--- src/rtl/txtcon_pkg.sv ---
// shared constants, types and helpers for the text console cell engine
package txtcon_pkg;

  // store geometry
  localparam int MAX_ROWS = 128;
  localparam int MAX_COLS = 128;
  localparam int ROW_W    = $clog2(MAX_ROWS);
  localparam int COL_W    = $clog2(MAX_COLS);
  localparam int ADDR_W   = ROW_W + COL_W;
  localparam int CELLS    = MAX_ROWS * MAX_COLS;

  // counts are 8 bit wide (1..128 after saturation)
  localparam logic [7:0] MAX_ROWS_CNT  = 8'(MAX_ROWS);
  localparam logic [7:0] MAX_COLS_CNT  = 8'(MAX_COLS);
  localparam logic [7:0] RESET_COLUMNS = 8'd80;
  localparam logic [7:0] RESET_ROWS    = 8'd60;

  // byte codes
  localparam logic [7:0] BYTE_NL   = 8'h0A;
  localparam logic [7:0] BYTE_TAB  = 8'h09;
  localparam logic [7:0] BYTE_ESC  = 8'h1B;
  localparam logic [7:0] BYTE_CR   = 8'h0D;
  localparam logic [7:0] BYTE_ZERO = 8'h30;

  // colours
  localparam logic [2:0] COLOUR_DEFAULT = 3'd7;
  localparam logic [7:0] COLOUR_LIMIT   = 8'd8;

  // item modes
  localparam logic [1:0] MODE_WRITE = 2'd0;
  localparam logic [1:0] MODE_READ  = 2'd1;
  localparam logic [1:0] MODE_CLEAR = 2'd2;

  // configuration register indexes
  localparam logic CFG_COLUMNS = 1'b0;
  localparam logic CFG_ROWS    = 1'b1;

  // one stored cell, char in the low bits
  typedef struct packed {
    logic [2:0] colour;
    logic [7:0] char_code;
  } cell_t;

  localparam cell_t CELL_BLANK = '{colour: COLOUR_DEFAULT, char_code: 8'h00};

  // write request into the cell memory
  typedef struct packed {
    logic              en;
    logic [ADDR_W-1:0] addr;
    cell_t             data;
  } mem_wr_t;

  // one result item, last field in the low bits
  typedef struct packed {
    logic             scrolled;
    logic [2:0]       current_colour;
    logic [ROW_W-1:0] cursor_row;
    logic [COL_W-1:0] cursor_column;
    logic [2:0]       cell_colour;
    logic [7:0]       cell_char;
  } result_t;

  localparam int RESULT_W = $bits(result_t);
  localparam int OUT_W    = ((RESULT_W + 7) / 8) * 8;

  // zero acts as one, large values saturate at the limit
  function automatic logic [7:0] eff_count(input logic [7:0] v, input logic [7:0] limit);
    logic [7:0] r;
    r = v;
    if (v == 8'd0) begin
      r = 8'd1;
    end else if (v > limit) begin
      r = limit;
    end
    return r;
  endfunction

endpackage

--- src/rtl/txtcon_out_reg.sv ---
// result output register toward the master-side stream
module txtcon_out_reg (
  input  logic                          clk,
  input  logic                          rst,
  input  logic                          in_valid,
  output logic                          in_ready,
  input  txtcon_pkg::result_t           in_res,
  output logic                          m_tvalid,
  input  logic                          m_tready,
  output logic [txtcon_pkg::OUT_W-1:0]  m_tdata
);

  txtcon_pkg::result_t res;

  assign in_ready = !m_tvalid || m_tready;
  assign m_tdata  = {{(txtcon_pkg::OUT_W - txtcon_pkg::RESULT_W){1'b0}}, res};

  // valid flag
  always_ff @(posedge clk) begin
    if (rst) begin
      m_tvalid <= 1'b0;
    end else if (in_ready) begin
      m_tvalid <= in_valid;
    end
  end

  // payload
  always_ff @(posedge clk) begin
    if (in_ready && in_valid) begin
      res <= in_res;
    end
  end

endmodule

--- config.mk ---
export PLATFORM = sky130hd
export DESIGN_NAME = txtcon_out_reg
export DESIGN_NICKNAME = d
export VERILOG_FILES = /design/src/rtl/txtcon_pkg.sv /design/src/rtl/txtcon_out_reg.sv
export SDC_FILE = /design/constraint.sdc
export NUM_CORES = 1
export LEC_CHECK = 0
export ABC_AREA = 1
export BUFFER_PORTS_ARGS = -buffer_cell sky130_fd_sc_hd__buf_2
export CORE_MARGIN = 2
export CORE_UTILIZATION = 35
export CTS_CLUSTER_SIZE = 12
export DETAILED_ROUTE_END_ITERATION = 10
export MAX_ROUTING_LAYER = met4
export PLACE_DENSITY = 0.74
export REMOVE_ABC_BUFFERS = 1
export SYNTH_ARGS = -nofsm -noshare
export SYNTH_HDL_FRONTEND = slang
export SYNTH_SLANG_ARGS = --single-unit
--- constraint.sdc ---
create_clock -name clk -period 2.2 [get_ports clk]
set_input_delay 0.11 -clock clk [delete_from_list [all_inputs] [get_ports clk]]
set_output_delay 0.11 -clock clk [all_outputs]
set_load 0.02 [all_outputs]
-- After elaboration in Yosys (flattened, before gate mapping)
Cells that the tools add are included.
- output and inout port bits: 34
- word-level logic and storage cells: 10
- memories: 0
- RAM bits: 0
- input bits: 33
- register bits after elaboration: 30
- latch bits: 0
- memory bits (read-only): 0
- order comparisons: 0
- equal/unequal tests: 0
- div/mod/pow operators: 0
- add/sub/neg operators: 0
- reduce and logical (&&, ||, !) cells: 3
- bitwise operators: 0
- shift-type cells: 0
- multiplexer cells: 0
- multiply operators: 0
- operators with widths (cell ; number):
    $logic_and 1x1->1 ; 1
    $logic_not 1->1 ; 1
    $logic_or 1x1->1 ; 1

-- Depth between registers and ports, before layout
- depth after elaboration: 3
- mapped depth: 3
- gate-level depth less buffers: 3

-- Least setup slack after synthesis
OpenSTA, ideal clock, no wires.
- kind: reg2reg
- start: register m_tvalid
- end: register res (netlist bit m_tdata[0]) (enable)
- cell stages (with the launch flop): 2
- buffers on the path: 0
- data required time: 1775 ps
- library setup time: 425 ps
- setup slack: -102 ps
- period minus slack after synthesis: 2302 ps
- arrival: 1877 ps
- cell sequence: dfxtp_1 > a21oi_1
- word-level cells in the longest chain between the ends: 3
- ends and longest elaborated chain (element ; RTL line ; source):
    start: declaration ; txtcon_out_reg.sv:8 ; output logic m_tvalid,
    start signal: assignment ; txtcon_out_reg.sv:23 ; m_tvalid <= in_valid;
    $logic_not 1->1 ; txtcon_out_reg.sv:15 ; assign in_ready = !m_tvalid || m_tready;
    $logic_or 1x1->1 ; txtcon_out_reg.sv:15 ;
    $logic_and 1x1->1 ; txtcon_out_reg.sv:29 ; if (in_ready && in_valid) begin
    end signal: assignment ; txtcon_out_reg.sv:30 ; res <= in_res;
    end: declaration ; txtcon_out_reg.sv:13 ; txtcon_pkg::result_t res;
No other way between the ends.
A chain may end at the register's enable or synchronous reset.

-- Worst setup path after layout
- start: register m_tvalid
- end: register res (netlist bit m_tdata[8]) (enable)
The elaborated chain is that of the path after synthesis.

==> reports/summary.md <==
TritonCTS buffer count: 5. The maximum resistive drop on vdd is 0.587 mV, and the time the final worst path needs with I/O delays and setup is 1.20 ns. Start-to-end type of the worst setup path: flip-flop to flip-flop. The first global-routing pass estimated 3.43 mm of wire. Final core utilization: 0.652. The clock tree synthesis step divided the H-tree into 2 levels. STA puts the critical path data required time at 2.18 ns. The placed instances occupy a cell area of 1290 um^2. The top cell type's share of synthesized area came out at 0.922. The layout filler cell count is 180, and the slack of the worst reg-to-reg path is 1.00 ns. The repair_antennas step left the layout with diodes totalling 0. For this run, the top clock speed supported by timing is 0.835 GHz.

The number of warnings issued by yosys was 0. Number of storage elements in the synthesis netlist: 30. The first detailed-routing pass ran for 3 iterations. The die covers 3130 um^2.

The synthesized netlist occupies a cell area of 945 um^2. Clock tree root buffer cell: clkbuf_4. The y dimension of the die is 56.0 um. The total clock sinks is 30, and the floorplan row count is 18.

In the final layout, the multi-input gates occupy 35.0 um^2. The synthesized netlist cell count was 39; the final worst hold slack was 0.0876 ns. Averaged over all synthesized cells, the footprint is 24.2 um^2. The most critical setup path has its endpoint at m_tdata[8]. The congestion estimate from routability-driven global placement came to 0.609. The most frequent standard cell in the layout excluding fill and tap cells was buf_2. The number of placed instances with taps included is 132, and the number of vias after detailed routing is 721.

The number of endpoints with negative hold slack in the final report is 0, and the routed wirelength normalized by instance count is 12.8 um. The register clock-pin slew on the reported worst setup and hold paths works out to 0.09 ns. The run finished with clean final reports. Summing all flip-flop and latch instances after layout gives 891 um^2. In the routed layout, each cell is associated on average with a via count of 4.24.

In this run the critical register-to-register path is captured at m_tdata[8]. The logs give 2520 um^2 for the total core area and 0 for the reported max-cap violation count. Max-slew violation total from the final report: 0.

STA classifies the critical path endpoint as a flip-flop. The library cell with the largest summed area after synthesis is edfxtp_1. The number of design-rule violations left by the first detailed-router iteration is 8, and the via count of the first global-routing pass is 744. The sequential element share of the synthesized area was 0.943. The total overflow left after global routing is 0. In the post-route analysis, the smallest setup slack over all paths is 1.00 ns. The proportion of layout cells with a drive suffix above 1 was 0.536.

The number of antenna violations at the first check in global routing is 0. The tools report the initial core utilization as 0.375. The overall routing resource usage was 0.158; the clock insertion delay at the later pin of the skew report was 0.32 ns.

The post-route fraction of the period consumed by the critical path was 0.544. Walking the worst path, the cells encountered are a21oi_2 > buf_4. The tools report the worst setup path startpoint as m_tvalid. The die is 56.0 um wide. The finished layout cell area was 1650 um^2; the number of port buffers was 63.

The maximum fanout encountered on the critical timing path came out at 29. Total power for the finished layout comes to 1.13 mW. The finished layout holds 170 standard cells, fillers aside. The area growth from synthesis to layout is 74.2%. After synthesis, the cell types taking the most area are edfxtp_1, buf_4, dfxtp_1.

Wires add up to 2.17 mm. For this design the static power due to leakage is 0.723 nW. For this design the ratio of total power to cell area is 690 nW/um^2. Data arrives at the worst endpoint at 1.18 ns. 67 I/O pins were placed.

Setup repair after global routing left no endpoint under its margin. The final total negative setup slack came out at 0 ns. In the layout the commonest cells are buf_2, dlygate4sd3_1, edfxtp_1.

TritonCTS built the clock tree. Distinct cell type count of the synthesized netlist: 9. The clock passes through at most 2 buffers. The worst register-to-register path begins at m_tvalid. The clock skew after layout was 0.00985 ns; the biggest cell delay along the critical path was 0.36 ns.

Remaining routing DRC violations: 0. Prior to clock tree synthesis, the placed netlist has a worst setup slack of 1.04 ns. Entering global routing, the biggest net connects 30 pins. The depth of the most critical reg-to-reg path is 2, and the setup-violating endpoint count in the final report is 0. The slowest stage of the critical path belongs to the cell dfxtp_1. The worst hold path belongs to the class input pin to flip-flop. Once detailed placement completed, the half-perimeter wirelength came to 1.28 mm. The tools report the category of the worst setup path launch point as a flip-flop. The final net count was 172.

The count of nets left with antenna violations after detail routing was 0.
cell families (layout without fill, tap and decap cells):
logic type,count (synthesis),after routing,share of synthesized area
AO/OA/AOI/OAI,2,2,0.0146
flip-flops,30,30,0.943
buffers and inverters,5,104,0.0318
AND/OR/NAND/NOR,1,1,0.00663
other,1,3,0.00397
sequential cells by signal, indices dropped and copies added, names as in the netlist:
register	cells
m_tvalid	1
m_tdata	29
Yosys cell counts (all sizes together):
master and instances:
edfxtp 29, buf 3, a21oi 2, inv 2, conb 1, dfxtp 1
nand2 1
layout make-up:
class                   count  area share
flip-flops and latches     30       0.541
repair buffers             94       0.379
clock buffers               6      0.0251
well taps                  30      0.0228
multi-input cells           6      0.0213
clock inverters             2     0.00608
inverters                   2     0.00456
how the worst min path moves through the flow:
stage                    start           to  cells past startpoint
detailed placement  in_res[11]  m_tdata[11]                      1
finish                m_tready     m_tvalid                      4
CTS                   m_tready     m_tvalid                      4
global placement           rst     m_tvalid                      2
floorplan                  rst     m_tvalid                      1
global route          m_tready     m_tvalid                      4
worst max-delay path, delay by kind of cell, from the launching register on:
| kind | cells | cell delay [ns] |
|---|---|---|
| flip-flops | 1 | 0.36 |
| AO/OA/AOI/OAI | 1 | 0.15 |
| buffers and inverters | 1 | 0.34 |
what timing repair did:
item / 4_1_cts / 5_1_grt
endpoints found under the hold margin: 30 / 0
buffers inserted: 0 / 0
hold buffers: 30 / 0
resized for setup: 0 / 0
power breakdown:
part | internal [mW] | switching (mW)
clock | 0.121 | 0.171
sequential | 0.665 | 0.00932
combinational | 0.0788 | 0.0890
total | 0.865 | 0.269
routing by layer:
| layer | GRT usage | part of all wire | routed length (um) |
|---|---|---|---|
| met4 | 0.0714 | 0.012 | 25 |
| met3 | 0.0698 | 0.10 | 219 |
| met1 | 0.182 | 0.41 | 883 |
| met5 | - | 0 | 0 |
| met2 | 0.238 | 0.48 | 1040 |
No activity file was read; power rests on OpenSTA's default activity.
