--- config.mk ---
export PLATFORM = sky130hd
export DESIGN_NAME = txtcon_ctrl
export DESIGN_NICKNAME = d
export VERILOG_FILES = /design/src/rtl/txtcon_pkg.sv /design/src/rtl/txtcon_ctrl.sv
export SDC_FILE = /design/constraint.sdc
export NUM_CORES = 1
export LEC_CHECK = 0
export BUFFER_PORTS_ARGS = -buffer_cell sky130_fd_sc_hd__clkbuf_2
export CAP_MARGIN = 5
export CORE_MARGIN = 3
export CORE_UTILIZATION = 55
export DETAILED_ROUTE_END_ITERATION = 12
export PLACE_DENSITY = 0.77
export SLEW_MARGIN = 30
export SYNTH_ARGS = -nofsm -noshare
export SYNTH_HDL_FRONTEND = slang
export SYNTH_SLANG_ARGS = --single-unit
--- constraint.sdc ---
create_clock -name clk -period 8.35 [get_ports clk]
set_input_delay 1.2525 -clock clk [delete_from_list [all_inputs] [get_ports clk]]
set_output_delay 1.2525 -clock clk [all_outputs]
set_load 0.01 [all_outputs]
--- src/rtl/txtcon_pkg.sv ---
// shared constants, types and helpers for the text console cell engine
package txtcon_pkg;

  // store geometry
  localparam int MAX_ROWS = 128;
  localparam int MAX_COLS = 128;
  localparam int ROW_W    = $clog2(MAX_ROWS);
  localparam int COL_W    = $clog2(MAX_COLS);
  localparam int ADDR_W   = ROW_W + COL_W;
  localparam int CELLS    = MAX_ROWS * MAX_COLS;

  // counts are 8 bit wide (1..128 after saturation)
  localparam logic [7:0] MAX_ROWS_CNT  = 8'(MAX_ROWS);
  localparam logic [7:0] MAX_COLS_CNT  = 8'(MAX_COLS);
  localparam logic [7:0] RESET_COLUMNS = 8'd80;
  localparam logic [7:0] RESET_ROWS    = 8'd60;

  // byte codes
  localparam logic [7:0] BYTE_NL   = 8'h0A;
  localparam logic [7:0] BYTE_TAB  = 8'h09;
  localparam logic [7:0] BYTE_ESC  = 8'h1B;
  localparam logic [7:0] BYTE_CR   = 8'h0D;
  localparam logic [7:0] BYTE_ZERO = 8'h30;

  // colours
  localparam logic [2:0] COLOUR_DEFAULT = 3'd7;
  localparam logic [7:0] COLOUR_LIMIT   = 8'd8;

  // item modes
  localparam logic [1:0] MODE_WRITE = 2'd0;
  localparam logic [1:0] MODE_READ  = 2'd1;
  localparam logic [1:0] MODE_CLEAR = 2'd2;

  // configuration register indexes
  localparam logic CFG_COLUMNS = 1'b0;
  localparam logic CFG_ROWS    = 1'b1;

  // one stored cell, char in the low bits
  typedef struct packed {
    logic [2:0] colour;
    logic [7:0] char_code;
  } cell_t;

  localparam cell_t CELL_BLANK = '{colour: COLOUR_DEFAULT, char_code: 8'h00};

  // write request into the cell memory
  typedef struct packed {
    logic              en;
    logic [ADDR_W-1:0] addr;
    cell_t             data;
  } mem_wr_t;

  // one result item, last field in the low bits
  typedef struct packed {
    logic             scrolled;
    logic [2:0]       current_colour;
    logic [ROW_W-1:0] cursor_row;
    logic [COL_W-1:0] cursor_column;
    logic [2:0]       cell_colour;
    logic [7:0]       cell_char;
  } result_t;

  localparam int RESULT_W = $bits(result_t);
  localparam int OUT_W    = ((RESULT_W + 7) / 8) * 8;

  // zero acts as one, large values saturate at the limit
  function automatic logic [7:0] eff_count(input logic [7:0] v, input logic [7:0] limit);
    logic [7:0] r;
    r = v;
    if (v == 8'd0) begin
      r = 8'd1;
    end else if (v > limit) begin
      r = limit;
    end
    return r;
  endfunction

endpackage

--- src/rtl/txtcon_ctrl.sv ---
// sequencer: cursor, colour, escape state, scroll and clear sweeps over the cell memory
module txtcon_ctrl (
  input  logic                              clk,
  input  logic                              rst,
  input  logic                              in_valid,
  output logic                              in_ready,
  input  logic [1:0]                        in_mode,
  input  logic [7:0]                        in_byte,
  input  logic                              in_last,
  input  logic [txtcon_pkg::ROW_W-1:0]      in_rrow,
  input  logic [txtcon_pkg::COL_W-1:0]      in_rcol,
  input  logic                              cfg_we,
  input  logic                              cfg_index,
  input  logic [7:0]                        cfg_data,
  output txtcon_pkg::mem_wr_t               mem_wr,
  output logic [txtcon_pkg::ADDR_W-1:0]     mem_raddr,
  input  txtcon_pkg::cell_t                 mem_rdata,
  output logic                              res_valid,
  input  logic                              res_ready,
  output txtcon_pkg::result_t               res
);

  localparam int ROW_W  = txtcon_pkg::ROW_W;
  localparam int COL_W  = txtcon_pkg::COL_W;
  localparam int ADDR_W = txtcon_pkg::ADDR_W;

  localparam logic [2:0] ST_CLR  = 3'd0;
  localparam logic [2:0] ST_IDLE = 3'd1;
  localparam logic [2:0] ST_RD   = 3'd2;
  localparam logic [2:0] ST_SCR  = 3'd3;
  localparam logic [2:0] ST_EMIT = 3'd4;

  logic [2:0]        state;
  logic [7:0]        cols;
  logic [7:0]        rows;
  logic [COL_W-1:0]  ccol;
  logic [ROW_W-1:0]  crow;
  logic [2:0]        fg;
  logic              esc;
  logic [ADDR_W-1:0] clr_cnt;
  logic              clr_emit;
  logic [7:0]        srow;
  logic [COL_W-1:0]  scol;
  logic              pw_valid;
  logic [ADDR_W-1:0] pw_addr;
  logic              pw_blank;
  logic [7:0]        res_char;
  logic [2:0]        res_col;
  logic              res_scr;

  // decoded byte action
  logic              accept;
  logic              wr_store;
  logic              nl;
  logic              scroll;
  logic [7:0]        col_t;
  logic [7:0]        row_t;
  logic [7:0]        col_next;
  logic [7:0]        row_next;
  logic [2:0]        fg_next;
  logic              esc_next;
  logic [7:0]        esc_val;

  // scroll sweep
  logic              op_blank;
  logic              last_col;
  logic [7:0]        cfg_eff_cols;
  logic [7:0]        cfg_eff_rows;

  assign accept   = in_valid && in_ready;
  assign in_ready = (state == ST_IDLE);
  assign esc_val  = in_byte - txtcon_pkg::BYTE_ZERO;

  // next cursor and colour for a write beat
  always_comb begin
    wr_store = 1'b0;
    nl       = 1'b0;
    scroll   = 1'b0;
    col_t    = 8'd0;
    row_t    = 8'd0;
    col_next = {1'b0, ccol};
    row_next = {1'b0, crow};
    fg_next  = fg;
    esc_next = esc;
    if (esc) begin
      esc_next = 1'b0;
      fg_next  = (esc_val >= txtcon_pkg::COLOUR_LIMIT) ? txtcon_pkg::COLOUR_DEFAULT
                                                        : esc_val[2:0];
    end else begin
      case (in_byte)
        txtcon_pkg::BYTE_NL: begin
          nl = 1'b1;
        end
        txtcon_pkg::BYTE_TAB: begin
          col_t = {({1'b0, ccol[COL_W-1:3]} + 5'd1), 3'b000};
          if (col_t >= cols) begin
            nl = 1'b1;
          end else begin
            col_next = col_t;
          end
        end
        txtcon_pkg::BYTE_ESC: begin
          if (!in_last) begin
            esc_next = 1'b1;
          end
        end
        txtcon_pkg::BYTE_CR: begin
        end
        default: begin
          wr_store = 1'b1;
          col_t    = {1'b0, ccol} + 8'd1;
          if (col_t >= cols) begin
            nl = 1'b1;
          end else begin
            col_next = col_t;
          end
        end
      endcase
    end
    if (nl) begin
      col_next = 8'd0;
      row_t    = {1'b0, crow} + 8'd1;
      if (row_t >= rows) begin
        row_next = rows - 8'd1;
        scroll   = 1'b1;
      end else begin
        row_next = row_t;
      end
    end
  end

  // scroll step decode
  assign op_blank = (srow == rows);
  assign last_col = ({1'b0, scol} == (cols - 8'd1));

  // read address: scroll source during a scroll, otherwise the read beat cell
  assign mem_raddr = (state == ST_SCR) ? {srow[ROW_W-1:0], scol} : {in_rrow, in_rcol};

  // memory write select
  always_comb begin
    mem_wr = '0;
    if (pw_valid) begin
      mem_wr.en   = 1'b1;
      mem_wr.addr = pw_addr;
      mem_wr.data = pw_blank ? txtcon_pkg::cell_t'{colour: fg, char_code: 8'h00} : mem_rdata;
    end else if (state == ST_CLR) begin
      mem_wr.en   = 1'b1;
      mem_wr.addr = clr_cnt;
      mem_wr.data = txtcon_pkg::CELL_BLANK;
    end else if (accept && (in_mode == txtcon_pkg::MODE_WRITE) && wr_store) begin
      mem_wr.en   = 1'b1;
      mem_wr.addr = {crow, ccol};
      mem_wr.data = '{colour: fg, char_code: in_byte};
    end
  end

  // result offered to the output register
  assign res_valid          = (state == ST_EMIT);
  assign res.cell_char      = res_char;
  assign res.cell_colour    = res_col;
  assign res.cursor_column  = ccol;
  assign res.cursor_row     = crow;
  assign res.current_colour = fg;
  assign res.scrolled       = res_scr;

  assign cfg_eff_cols = txtcon_pkg::eff_count(cfg_data, txtcon_pkg::MAX_COLS_CNT);
  assign cfg_eff_rows = txtcon_pkg::eff_count(cfg_data, txtcon_pkg::MAX_ROWS_CNT);

  // sequencer and control registers
  always_ff @(posedge clk) begin
    if (rst) begin
      state    <= ST_CLR;
      cols     <= txtcon_pkg::RESET_COLUMNS;
      rows     <= txtcon_pkg::RESET_ROWS;
      ccol     <= '0;
      crow     <= '0;
      fg       <= txtcon_pkg::COLOUR_DEFAULT;
      esc      <= 1'b0;
      clr_cnt  <= '0;
      clr_emit <= 1'b0;
      srow     <= 8'd0;
      scol     <= '0;
      pw_valid <= 1'b0;
    end else begin
      pw_valid <= 1'b0;
      unique case (state)
        ST_CLR: begin
          clr_cnt <= clr_cnt + ADDR_W'(1);
          if (clr_cnt == {ADDR_W{1'b1}}) begin
            state    <= clr_emit ? ST_EMIT : ST_IDLE;
            clr_emit <= 1'b0;
          end
        end
        ST_IDLE: begin
          if (accept) begin
            unique case (in_mode)
              txtcon_pkg::MODE_WRITE: begin
                ccol <= col_next[COL_W-1:0];
                crow <= row_next[ROW_W-1:0];
                fg   <= fg_next;
                esc  <= esc_next;
                if (scroll) begin
                  srow  <= 8'd1;
                  scol  <= '0;
                  state <= ST_SCR;
                end else begin
                  state <= ST_EMIT;
                end
              end
              txtcon_pkg::MODE_READ: begin
                state <= ST_RD;
              end
              txtcon_pkg::MODE_CLEAR: begin
                ccol     <= '0;
                crow     <= '0;
                fg       <= txtcon_pkg::COLOUR_DEFAULT;
                esc      <= 1'b0;
                clr_cnt  <= '0;
                clr_emit <= 1'b1;
                state    <= ST_CLR;
              end
              default: begin
                state <= ST_EMIT;
              end
            endcase
          end
        end
        ST_RD: begin
          state <= ST_EMIT;
        end
        ST_SCR: begin
          pw_valid <= 1'b1;
          if (last_col) begin
            scol <= '0;
            if (op_blank) begin
              state <= ST_EMIT;
            end else begin
              srow <= srow + 8'd1;
            end
          end else begin
            scol <= scol + COL_W'(1);
          end
        end
        ST_EMIT: begin
          if (res_ready) begin
            state <= ST_IDLE;
          end
        end
        default: begin
          state <= ST_IDLE;
        end
      endcase
      // register writes, taken in any state unless a beat is accepted in the same cycle
      if (cfg_we && !accept) begin
        if (cfg_index == txtcon_pkg::CFG_COLUMNS) begin
          cols <= cfg_eff_cols;
          if ({1'b0, ccol} >= cfg_eff_cols) begin
            ccol <= COL_W'(cfg_eff_cols - 8'd1);
          end
        end else begin
          rows <= cfg_eff_rows;
          if ({1'b0, crow} >= cfg_eff_rows) begin
            crow <= ROW_W'(cfg_eff_rows - 8'd1);
          end
        end
      end
    end
  end

  // scroll write pipeline: read data arrives in the cycle after the read
  always_ff @(posedge clk) begin
    pw_addr  <= {ROW_W'(srow - 8'd1), scol};
    pw_blank <= op_blank;
  end

  // result payload
  always_ff @(posedge clk) begin
    if (state == ST_RD) begin
      res_char <= mem_rdata.char_code;
      res_col  <= mem_rdata.colour;
      res_scr  <= 1'b0;
    end else if (accept) begin
      res_char <= 8'd0;
      res_col  <= 3'd0;
      res_scr  <= (in_mode == txtcon_pkg::MODE_WRITE) && scroll;
    end
  end

endmodule

# Word level (Yosys, flattened, before mapping)
# Index checks and enable logic that the tools add are counted.
[totals]
word_cells = 157
out_inout_bits = 71
regBits = 95
in_bits = 50
[op_classes]
n_mux = 73
bitwise = 1
eq_ne = 23
n_reduce_logical = 25
addsub = 11
order_cmp = 7
[ops]
columns = ["operator", "count"]
rows = [
  ["two-way mux 7 bit", 20],
  ["two-way mux 26 bit", 3],
  ["two-way mux 8 bit", 9],
  ["one-hot mux 7 bit (2 select lines)", 4],
  ["two-way mux 14 bit", 3],
  ["two-way mux 3 bit", 11],
  ["one-hot mux 14 bit (2 select lines)", 1],
  ["== test 8 x 4 -> 1 bit, second input constant", 3],
  ["greater-or-equal comparator 8 bit", 3],
  ["subtractor 7 x 1 -> 7 bit, second input constant", 3],
  ["adder 7 x 1 -> 8 bit, second input constant", 2],
  ["greater-or-equal comparator 7 x 8 -> 1 bit", 2],
  ["one-hot mux 8 bit (2 select lines)", 1],
  ["one-hot mux 3 bit (5 select lines)", 1],
  ["adder 14 x 1 -> 14 bit, second input constant", 1],
  ["== test 14 bit, second input constant", 1],
  ["two-way mux 1 bit", 14],
  ["!= test 2 x 1 -> 1 bit, second input constant", 6],
  ["AND reduction 4 bit", 3],
  ["two-way mux 11 bit", 1],
  ["one-hot mux 3 bit (3 select lines)", 1],
  ["adder 8 x 1 -> 8 bit, second input constant", 1],
  ["== test 7 x 8 -> 1 bit", 1],
  ["== test 8 x 5 -> 1 bit, second input constant", 1],
  ["other kinds (30)", 44],
]

# Logic depth before layout (Yosys ltp)
# Gate-level depths: netlist (run 1).
[logic_depth]
ltp_word = 12
mapped_depth = 13

# Least setup slack after synthesis (run 1)
# Ideal clock, no wire load.
[synth_timing]
path_kind = "input to output"
from = "in in_valid"
to = "out mem_wr[13] (netlist name)"
t_arrival_ns = 2.945
setup_slack_ns = 4.153
stages = 8
n_path_buf = 2
path_cell_list = "nand4bb_1 -> buf_4 -> or2_2 -> or3_1 -> nor2_1 -> buf_2 -> a22oi_1 -> o21ai_0"
[synth_lines]
columns = ["item", "line", "rtl"]
rows = [
  ["start, declared", "txtcon_ctrl.sv:5", "input logic in_valid,"],
  ["end, declared", "txtcon_ctrl.sv:15", "output txtcon_pkg::mem_wr_t mem_wr,"],
]

==> results of run 1 <==
==> path summary, 6_finish.rpt <==
kind,end,slack (ps),cells past startpoint
setup / recovery,mem_wr[14],3530,9
hold / removal,pw_addr[3],500,0
setup reg to reg,scol[2],4320,10
hold reg to reg,pw_addr[3],500,0
==> per-layer routing <==
metal	global-route usage, %	vias up
met5	0	-
met4	6.447	0
met3	4.641	23
met2	45.59	311
met1	37.50	3065
li1	-	3251
==> kinds of logic (layout without fill, tap and decap cells) <==
family | after synthesis | after routing | synth area share [%]
AND/OR/NAND/NOR | 317 | 317 | 23.67
AO/OA/AOI/OAI | 226 | 226 | 22.57
buffers and inverters | 96 | 181 | 6.126
flip-flops | 95 | 95 | 29.06
XOR/XNOR | 56 | 56 | 7.083
adder cells (fa/ha/maj) | 46 | 46 | 8.312
multiplexers | 20 | 20 | 3.180
==> registers in the layout, indices dropped and copies added (netlist names) <==
| register | count |
|---|---|
| clr_cnt | 14 |
| pw_addr | 14 |
| cols | 8 |
| res_char | 8 |
| rows | 8 |
| srow | 8 |
| ccol | 7 |
| crow | 7 |
| scol | 7 |
| fg | 3 |
| res_col | 3 |
| state | 3 |
| clr_emit | 1 |
| esc | 1 |
| pw_blank | 1 |
| pw_valid | 1 |
| res_scr | 1 |
==> cell type report <==
| class | instances | area (um2) | area share (%) |
|---|---|---|---|
| multi-input combinational | 665 | 4502 | 57.70 |
| sequential | 95 | 2012 | 25.79 |
| timing repair buffer | 126 | 645.6 | 8.275 |
| clock buffer | 12 | 256.5 | 3.287 |
| tap | 168 | 210.2 | 2.694 |
| inverter | 39 | 146.4 | 1.876 |
| clock inverter | 4 | 30.03 | 0.3849 |
==> stage by stage <==
step                      hold slack (ps)  worst slack, ps  power, mW
after floorplan                     325.8             4153     0.6715
after global placement              481.6             3683     0.7423
after detailed placement            482.8             3562     0.7458
after CTS                           493.3             3557      1.132
after global routing                507.4             3348      1.182
final                               500.9             3526      1.133
==> cell usage in the layout (no fill, tap or decap), drive strengths merged, types with 5 or more instances in the layout <==
master / n
a2111oi: 6
a211o: 6
a211oi: 5
a21o: 8
a21oi: 43
a221oi: 7
a22oi: 15
a31oi: 10
and2: 14
and3: 8
buf: 6
clkbuf: 132
dfxtp: 84
edfxtp: 11
ha: 46
inv: 39
mux2: 16
nand2: 89
nand2b: 11
nand3: 29
nand3b: 6
nand4: 10
nor2: 79
nor2b: 6
nor3: 26
nor3b: 5
nor4: 6
nor4b: 6
o211ai: 14
o21a: 6
o21ai: 64
o31ai: 6
or3: 9
xnor2: 29
xor2: 27
==> worst max-delay path: stages <==
cell       delay (ps)
clkbuf_2          130
nand4bb_1         370
or2_2             550
or3_1             360
nor2_1            100
buf_4             270
a22oi_1           140
o21ai_0           220
clkbuf_2          170
==> power by group <==
group / internal (mW) / total, mW / switching, mW
combinational: 0.0926 / 0.228 / 0.135
sequential: 0.482 / 0.512 / 0.0309
clock: 0.218 / 0.393 / 0.175
==> impl_metrics.yaml, run 1 <==
routing:
  dr.pass1.iters: 5
  drtIter0Drc: 553
  vias_per_cell: 5.996
  final_antenna_net_count: 0
  drt-wirelength-per-cell_um: 17.62
  wl_met2_mm: 9.119
  met1_length_mm: 8.644
  drc: 0
  wl_met3_mm: 1.498
  top_layer: "met4"
  routed_wl_mm: 19.54
  vias: 6650
timing:
  fin_crit_sh_pct: 57.77
  setup_viol: 0
  slew_headroom_pct: 38.36
  finalCriticalPeriod_ps: 4824
  tns_ps: 0
  rsz0062_at_grt: "false"
  drv_slew: 0
  max_freq_mhz: 207.3
  skew_ps: 3.332
  tightest_slew_ps: 916.1
  hold_viol_final: 0
clock_tree:
  cts_root_buf: "clkbuf_16"
  clk_latency_ps: 340
  cts_hold_buf: 0
  clkSinkCount: 95
  numCtsBuffers: 9
  htree_num_levels: 3
  post_cts_resized: 0
  path_clk_slew_ps: 60
  clockBufferDepth: 2
  postCtsSetupRepairBufs: 0
  cts_tree: "yes"
synthesis:
  avgSynthCellArea_um2: 8.089
  synth_top_area_cell: "dfxtp_1"
  synth_edf_count: 11
  synth_cells: 856
  synthFlopType: "dfxtp_1"
  synth_top_cell_area_share_pct: 24.29
  yosysSeqAreaShare_pct: 29.06
  syn_area_um2: 6924
  synth_common_cells: "nand2_1, dfxtp_1, nor2_1"
  synth_area_leaders: "dfxtp_1, ha_1, edfxtp_1, nand2_1, o21ai_0"
  synthesis.nets: 952
  yosysMostFrequentCell: "nand2_1"
  yosys_warnings: 0
  synth.distinct_cells: 85
  ys_ff_latch: 95
  synth_async_sr_flop_share_pct: 0
critical_path:
  start_kind: "primary input"
  path_class: "primary input to output port"
  arrival_ps: 3570
  worstPathMaxFanout: 23
  required_ps: 7100
  cp-end-kind: "output port"
  rr_startpoint: "ccol[1]"
  setup.worst_path.start: "in_valid"
pwr:
  power-per-cell-area_nw_per_um2: 145.3
  p_leak_nw: 3.227
  ir_drop_v: 0.0001160
place:
  placed_area_um2: 7507
  dp_cells: 1093
  numPortBuffers: 120
  dp_hpwl_mm: 14.66
  gp_congestion: 0.9470
hold_path:
  hold_class: "flip-flop to flip-flop"
  hp-start: "scol[3]"
final_layout:
  diodes: 0
  stdcell_count: 1109
  fillCellCount: 1076
  drive_gt1_share_pct: 20.72
  synthToLayoutAreaGrowth_pct: 12.69
  num-nets-final: 1032
  postLayoutCellArea_um2: 7802
  post-route-util_pct: 64.16
floorplan:
  dieHeight_um: 118.2
  start_util_pct: 56.93
  die-area_um2: 13970
  row_count: 40
  coreArea_um2: 12160
  io_pins: 121
  die_w_um: 118.2
global_route:
  grt_pass1_wl_mm: 31.64
  grt-ovfl-total: 0
  grtUsageTotal_pct: 27.50
  grt_max_degree: 42
  grt_pass1_vias: 6054
  antenna_found_initial: 0
job:
  cap_viol_max_count: 0
status:
  outcome: "finished, final reports clean"
Power figures use the tool's default switching activity.
==> inputs of run 2 (changes only) <==
--- a/config.mk
+++ b/config.mk
@@ -5,12 +5,13 @@
 export SDC_FILE = /design/constraint.sdc
 export NUM_CORES = 1
 export LEC_CHECK = 0
+export ABC_AREA = 1
 export BUFFER_PORTS_ARGS = -buffer_cell sky130_fd_sc_hd__clkbuf_2
 export CAP_MARGIN = 5
 export CORE_MARGIN = 3
-export CORE_UTILIZATION = 55
+export CORE_UTILIZATION = 52
 export DETAILED_ROUTE_END_ITERATION = 12
-export PLACE_DENSITY = 0.77
+export PLACE_DENSITY = 0.76
 export SLEW_MARGIN = 30
 export SYNTH_ARGS = -nofsm -noshare
 export SYNTH_HDL_FRONTEND = slang
==> constraint.sdc (replaced) <==
create_clock -name clk -period 3.96 [get_ports clk]
set_input_delay 0.594 -clock clk [delete_from_list [all_inputs] [get_ports clk]]
set_output_delay 0.594 -clock clk [all_outputs]
set_load 0.01 [all_outputs]
==> run 2 against run 1 <==
  * Non-clock buffer count up 1
  * Largest cell class unchanged
  * Clock skew up 3.0 ps
  * Register-to-register slack worse by 3600 ps
  * Critical path depth up 5
  * Utilization down 1.8 points
  * Area after synthesis up 0.85%
  * Cell count up 23%
  * Die area up 6.3%
  * Sequential share of layout area down 0.72 points
  * Combinational power rose to 3.5 times the previous value
==> impl_metrics.yaml, run 2 <==
clock_tree:
  clockBufferDepth: 2
  postCtsSetupRepairBufs: 0
  cts_root_buf: "clkbuf_16"
  cts_tree: "yes"
  clk_latency_ps: 350
  numCtsBuffers: 9
  clkSinkCount: 95
  post_cts_resized: 0
  path_clk_slew_ps: 70
  htree_num_levels: 3
  cts_hold_buf: 0
synthesis:
  synth_async_sr_flop_share_pct: 0
  synth_area_leaders: "dfxtp_1, nand2_1, ha_1, a21oi_1, inv_1"
  synth.area.mux_share_pct: 0
  synth_fa_ha_area_share_pct: 8.242
  synth.distinct_cells: 45
  synth_top_area_cell: "dfxtp_1"
  synth-compound-area-share_pct: 17.47
  avgSynthCellArea_um2: 6.478
  synth_edf_count: 11
  synthXorXnorAreaFrac_pct: 5.268
  yosys.area_share.simple_pct: 30.26
  synth_common_cells: "nand2_1, inv_1, a21oi_1"
  ys_ff_latch: 95
  synth_top_family_by_area: "simple AND/OR/NAND/NOR gates"
  synthesis.nets: 1174
  synth_top_cell_area_share_pct: 24.08
  syn_area_um2: 6983
  yosysSeqAreaShare_pct: 28.81
  synth_cells: 1078
  yosys_warnings: 0
  synthFlopType: "dfxtp_1"
  yosysMostFrequentCell: "nand2_1"
timing:
  setup_viol: 0
  rsz0062_at_grt: "false"
  slew_headroom_pct: 41.66
  max_freq_mhz: 293.5
  hold_viol_final: 0
  drv_slew: 0
  worst_slack_ps: 553.4
  finalCriticalPeriod_ps: 3407
  tightest_slew_ps: 869.7
  fin_crit_sh_pct: 86.03
  whs_ps: 415.2
  tns_ps: 0
  skew_ps: 6.348
routing:
  drc: 0
  drtIter0Drc: 632
  routed_wl_mm: 20.67
  vias: 7367
  dr.pass1.iters: 5
  final_antenna_net_count: 0
  drt-wirelength-per-cell_um: 15.18
  vias_per_cell: 5.413
status:
  outcome: "finished, final reports clean"
pwr:
  switching_share_pct: 35.89
  ir_drop_v: 0.0002175
  sequentialPowerShare_pct: 39.9
  power-per-cell-area_nw_per_um2: 353.5
  p_leak_nw: 3.948
  p_clk_share_pct: 32.3
  power_switching_mw: 1.018
  p_comb_share_pct: 27.8
  power.internal_mw: 1.819
place:
  numPortBuffers: 120
  dp_cells: 1345
  preCtsSetupSlack_ps: 729.3
  dp_hpwl_mm: 16.10
  gp_congestion: 0.9557
final_layout:
  diodes: 0
  fillCellCount: 1235
  top_regs: "clr_cnt (14), pw_addr (14)"
  ff_latch_area_um2: 2012
  final_common_cell: "nand2_1"
  multiInputGateArea_um2: 4277
  num-nets-final: 1280
  drive_gt1_share_pct: 15.22
  stdcell_count: 1361
  final_cell_mix: "nand2_1, inv_1, clkbuf_2, a21oi_1, nor2_1"
  synthToLayoutAreaGrowth_pct: 14.93
critical_path:
  cp_slowest_cell: "dfxtp_1"
  start_kind: "flip-flop"
  arrival_ps: 2810
  worstPathMaxFanout: 15
  cp-endpoint: "mem_wr[16]"
  reg2reg_to: "srow[2]"
  worst-path-stages: 14
  critPathTopFamily: "buffers and inverters"
  path_class: "flip-flop to output port"
  cp-end-kind: "output port"
  r2r_slack_ps: 690
  path_common_cell: "inv_2"
  required_ps: 3370
  slowest_delay_ps: 360
  crit_chain: "inv_1 -> nor3_4 -> buf_4 -> inv_2 -> nor2_4 -> inv_4 -> nor2_8 -> inv_2 -> nor2_2 -> nand2_2 -> inv_2 -> nand2_1 -> a21oi_1 -> clkbuf_2"
  path_buf_inv: 7
  ff2ff_path_depth: 14
  rr_startpoint: "crow[1]"
  setup.worst_path.start: "state[0]"
floorplan:
  die-area_um2: 14850
  dieHeight_um: 121.9
  start_util_pct: 54.23
  io_pins: 121
  die_w_um: 121.9
  row_count: 41
  coreArea_um2: 12880
global_route:
  grt_pass1_wl_mm: 33.42
  grt-ovfl-total: 0
  antenna_found_initial: 0
  grt_max_degree: 35
  grtUsageTotal_pct: 28.09
  grt_pass1_vias: 6724
hold_path:
  hold_class: "flip-flop to flip-flop"
job:
  cap_viol_max_count: 0
[run 2: changes by cell type after synthesis, moves of 11 or more]
cell / before / now
a22oi_1: 15 / 0
xnor2_1: 29 / 10
and2_1: 14 / 0
nand2b_1: 11 / 0
a21oi_1: 41 / 113
inv_1: 38 / 138
nand3_1: 28 / 65
nor2_1: 79 / 108
mux2_2: 16 / 0
clkbuf_1: 37 / 22
nand2_1: 88 / 277
[run 2: cell type report]
type                    instances  share of cell area [%]
clock inverters                 6                  0.9666
inverters                     149                   7.000
multi-input cells             802                   53.29
flip-flops and latches         95                   25.07
repair buffers                127                   8.138
well taps                     172                   2.682
clock buffers                  10                   2.853
[run 2: worst min path at each step]
stage / end / start / depth (start not counted)
6_report: pw_addr[6] / scol[6] / 0
2_1_floorplan: pw_addr[6] / scol[6] / 0
3_3_place_gp: pw_addr[6] / scol[6] / 0
5_1_grt: pw_addr[6] / scol[6] / 0
4_1_cts: pw_addr[6] / scol[6] / 0
3_5_place_dp: pw_addr[6] / scol[6] / 0
[run 2: kinds of logic after synthesis]
family / Yosys count
AO/OA/AOI/OAI: 216
XOR/XNOR: 42
buffers and inverters: 181
AND/OR/NAND/NOR: 498
flip-flops: 95
adder cells (fa/ha/maj): 46
[run 2: power groups by stage]
| stage | logic, mW | clock network [mW] | registers [mW] |
|---|---|---|---|
| global placement | 0.769 | 0 | 1.15 |
| floorplan | 0.540 | 0 | 1.13 |
| global route | 0.897 | 0.968 | 1.14 |
| detailed placement | 0.779 | 0 | 1.15 |
| CTS | 0.785 | 0.927 | 1.13 |
| finish | 0.790 | 0.916 | 1.13 |
[run 2: metrics by stage]
stage | util, % | total power, mW | area [um2]
4_1_cts | 62.33 | 2.841 | 8025
2_1_floorplan | - | 1.667 | 6983
3_5_place_dp | 59.95 | 1.930 | 7719
6_report | 62.33 | 2.837 | 8025
5_1_grt | 62.33 | 3.006 | 8025
3_3_place_gp | 59.95 | 1.919 | 7719
[run 2: routing by layer]
layer  global-route usage [%]  wire length, um  up-vias
li1                         -                -     3728
met1                    37.35             9092     3290
met2                    46.58             9579      304
met3                    4.178             1441       45
met4                    9.804              552        0
met5                        0                0        -
==> inputs of run 3 (changes only) <==
--- a/config.mk
+++ b/config.mk
@@ -6,7 +6,7 @@
 export NUM_CORES = 1
 export LEC_CHECK = 0
 export ABC_AREA = 1
-export BUFFER_PORTS_ARGS = -buffer_cell sky130_fd_sc_hd__clkbuf_2
+export BUFFER_PORTS_ARGS = -buffer_cell sky130_fd_sc_hd__buf_2
 export CAP_MARGIN = 5
 export CORE_MARGIN = 3
 export CORE_UTILIZATION = 52
==> run 3 against run 2 <==
  * Sequential share of layout area grew 0.078 points
  * Sequential power about the same
  * Setup slack improved by 36 ps
  * Power fell by 2.6%
  * Die area unchanged
  * Utilization fell by 0.19 points
  * Register-to-register slack worse by 100 ps
  * Cell count hardly changed
  * Clock skew about the same
  * Sequential cell count unchanged
  * Wire length increased by 0.84%
  * Critical endpoint is now srow[1]
==> impl_metrics.yaml, run 3 (same netlist as run 2, synthesis figures left out) <==
routing:
  vias_per_cell: 5.431
  vias: 7397
  drt-wirelength-per-cell_um: 15.30
  dr.pass1.iters: 6
  drtIter0Drc: 653
  routed_wl_mm: 20.84
  final_antenna_net_count: 0
  drc: 0
critical_path:
  cp-end-kind: "flip-flop"
  path_class: "flip-flop to flip-flop"
  required_ps: 4200
  start_kind: "flip-flop"
  worstPathMaxFanout: 15
  arrival_ps: 3620
place:
  gp_congestion: 0.9456
  dp_hpwl_mm: 16.13
  placed_area_um2: 7726
  numPortBuffers: 120
timing:
  slew_headroom_pct: 39.41
  hold_viol_final: 0
  tns_ps: 0
  finalCriticalPeriod_ps: 3371
  max_freq_mhz: 296.7
  tightest_slew_ps: 907.9
  skew_ps: 6.060
  rsz0062_at_grt: "false"
  setup_viol: 0
  drv_slew: 0
  fin_crit_sh_pct: 85.12
global_route:
  busiest_layer: "met2"
  grt.met1_usage_pct: 36.68
  use_met3_pct: 4.410
  grt_use_met2_pct: 45.82
  grtUsageTotal_pct: 28.06
  grt_pass1_wl_mm: 32.98
  grt_max_degree: 35
  antenna_found_initial: 1
  grt-ovfl-total: 0
  grt_pass1_vias: 6627
clock_tree:
  cts_hold_buf: 0
  htree_num_levels: 3
  clk_latency_ps: 360
  clkSinkCount: 95
  path_clk_slew_ps: 70
  clockBufferDepth: 2
  cts_tree: "yes"
  numCtsBuffers: 9
  post_cts_resized: 0
  postCtsSetupRepairBufs: 0
  cts_root_buf: "clkbuf_16"
final_layout:
  postLayoutCellArea_um2: 8000
  synthToLayoutAreaGrowth_pct: 14.57
  post-route-util_pct: 62.13
  diodes: 0
  drive_gt1_share_pct: 15.21
  final_cell_mix: "nand2_1, inv_1, buf_2, a21oi_1, nor2_1"
  final_common_cell: "nand2_1"
  top_regs: "clr_cnt (14), pw_addr (14)"
  num-nets-final: 1281
status:
  outcome: "finished, final reports clean"
floorplan:
  io_pins: 121
  coreArea_um2: 12880
  die-area_um2: 14850
  start_util_pct: 54.23
  row_count: 41
  dieHeight_um: 121.9
  die_w_um: 121.9
pwr:
  power-per-cell-area_nw_per_um2: 345.4
  p_leak_nw: 3.942
  ir_drop_v: 0.0002553
job:
  cap_viol_max_count: 0
hold_path:
  hold_class: "flip-flop to flip-flop"
## run 3: where the power goes
part / switching [mW] / internal, mW
clock network: 0.405 / 0.433
logic: 0.531 / 0.278
registers: 0.0736 / 1.04
## run 3: area by class of cell
cell class	count	area, um2
well taps	172	215.2
multi-input cells	802	4277
clock buffers	11	232.7
clock inverters	5	41.29
flip-flops and latches	95	2012
inverters	149	561.8
fillers	1241	4876
repair buffers	128	660.6
## run 3: routing by layer
layer	vias to the layer above	routed length (um)
met4	2	650
li1	3721	-
met5	-	13
met1	3318	8959
met3	42	1745
met2	314	9470
## run 3: final timing paths
check                from         end  slack, ps  cells past startpoint
setup / recovery  crow[1]     srow[1]        590                     15
hold / removal    scol[6]  pw_addr[6]        410                      0
setup reg to reg  crow[1]     srow[1]        590                     15
hold reg to reg   scol[6]  pw_addr[6]        410                      0
## run 3: critical path, cell delays in order, from the launching register on
cell     delay (ps)
dfxtp_1         590
ha_1            310
nand4_1         130
xor2_1          230
inv_1            80
ha_1            280
nand2_1          60
nor2_1          160
nand4_1         100
nand3_1          90
buf_4           210
nand4_2         210
o21ai_2         400
nand2_2         220
nand3_1         110
o21ai_1          90
## run 3: per-stage QoR
step | setup WS (ps) | hold slack [ps] | total power, mW | std cells
global placement | 689.1 | 391.3 | 1.923 | 1346
global route | 292.7 | 421.5 | 2.914 | 1362
CTS | 615.5 | 407.4 | 2.760 | 1362
detailed placement | 637.0 | 397.8 | 1.934 | 1346
floorplan | 1224 | 364.2 | 1.667 | 1078
finish | 589.1 | 405.5 | 2.763 | 1362
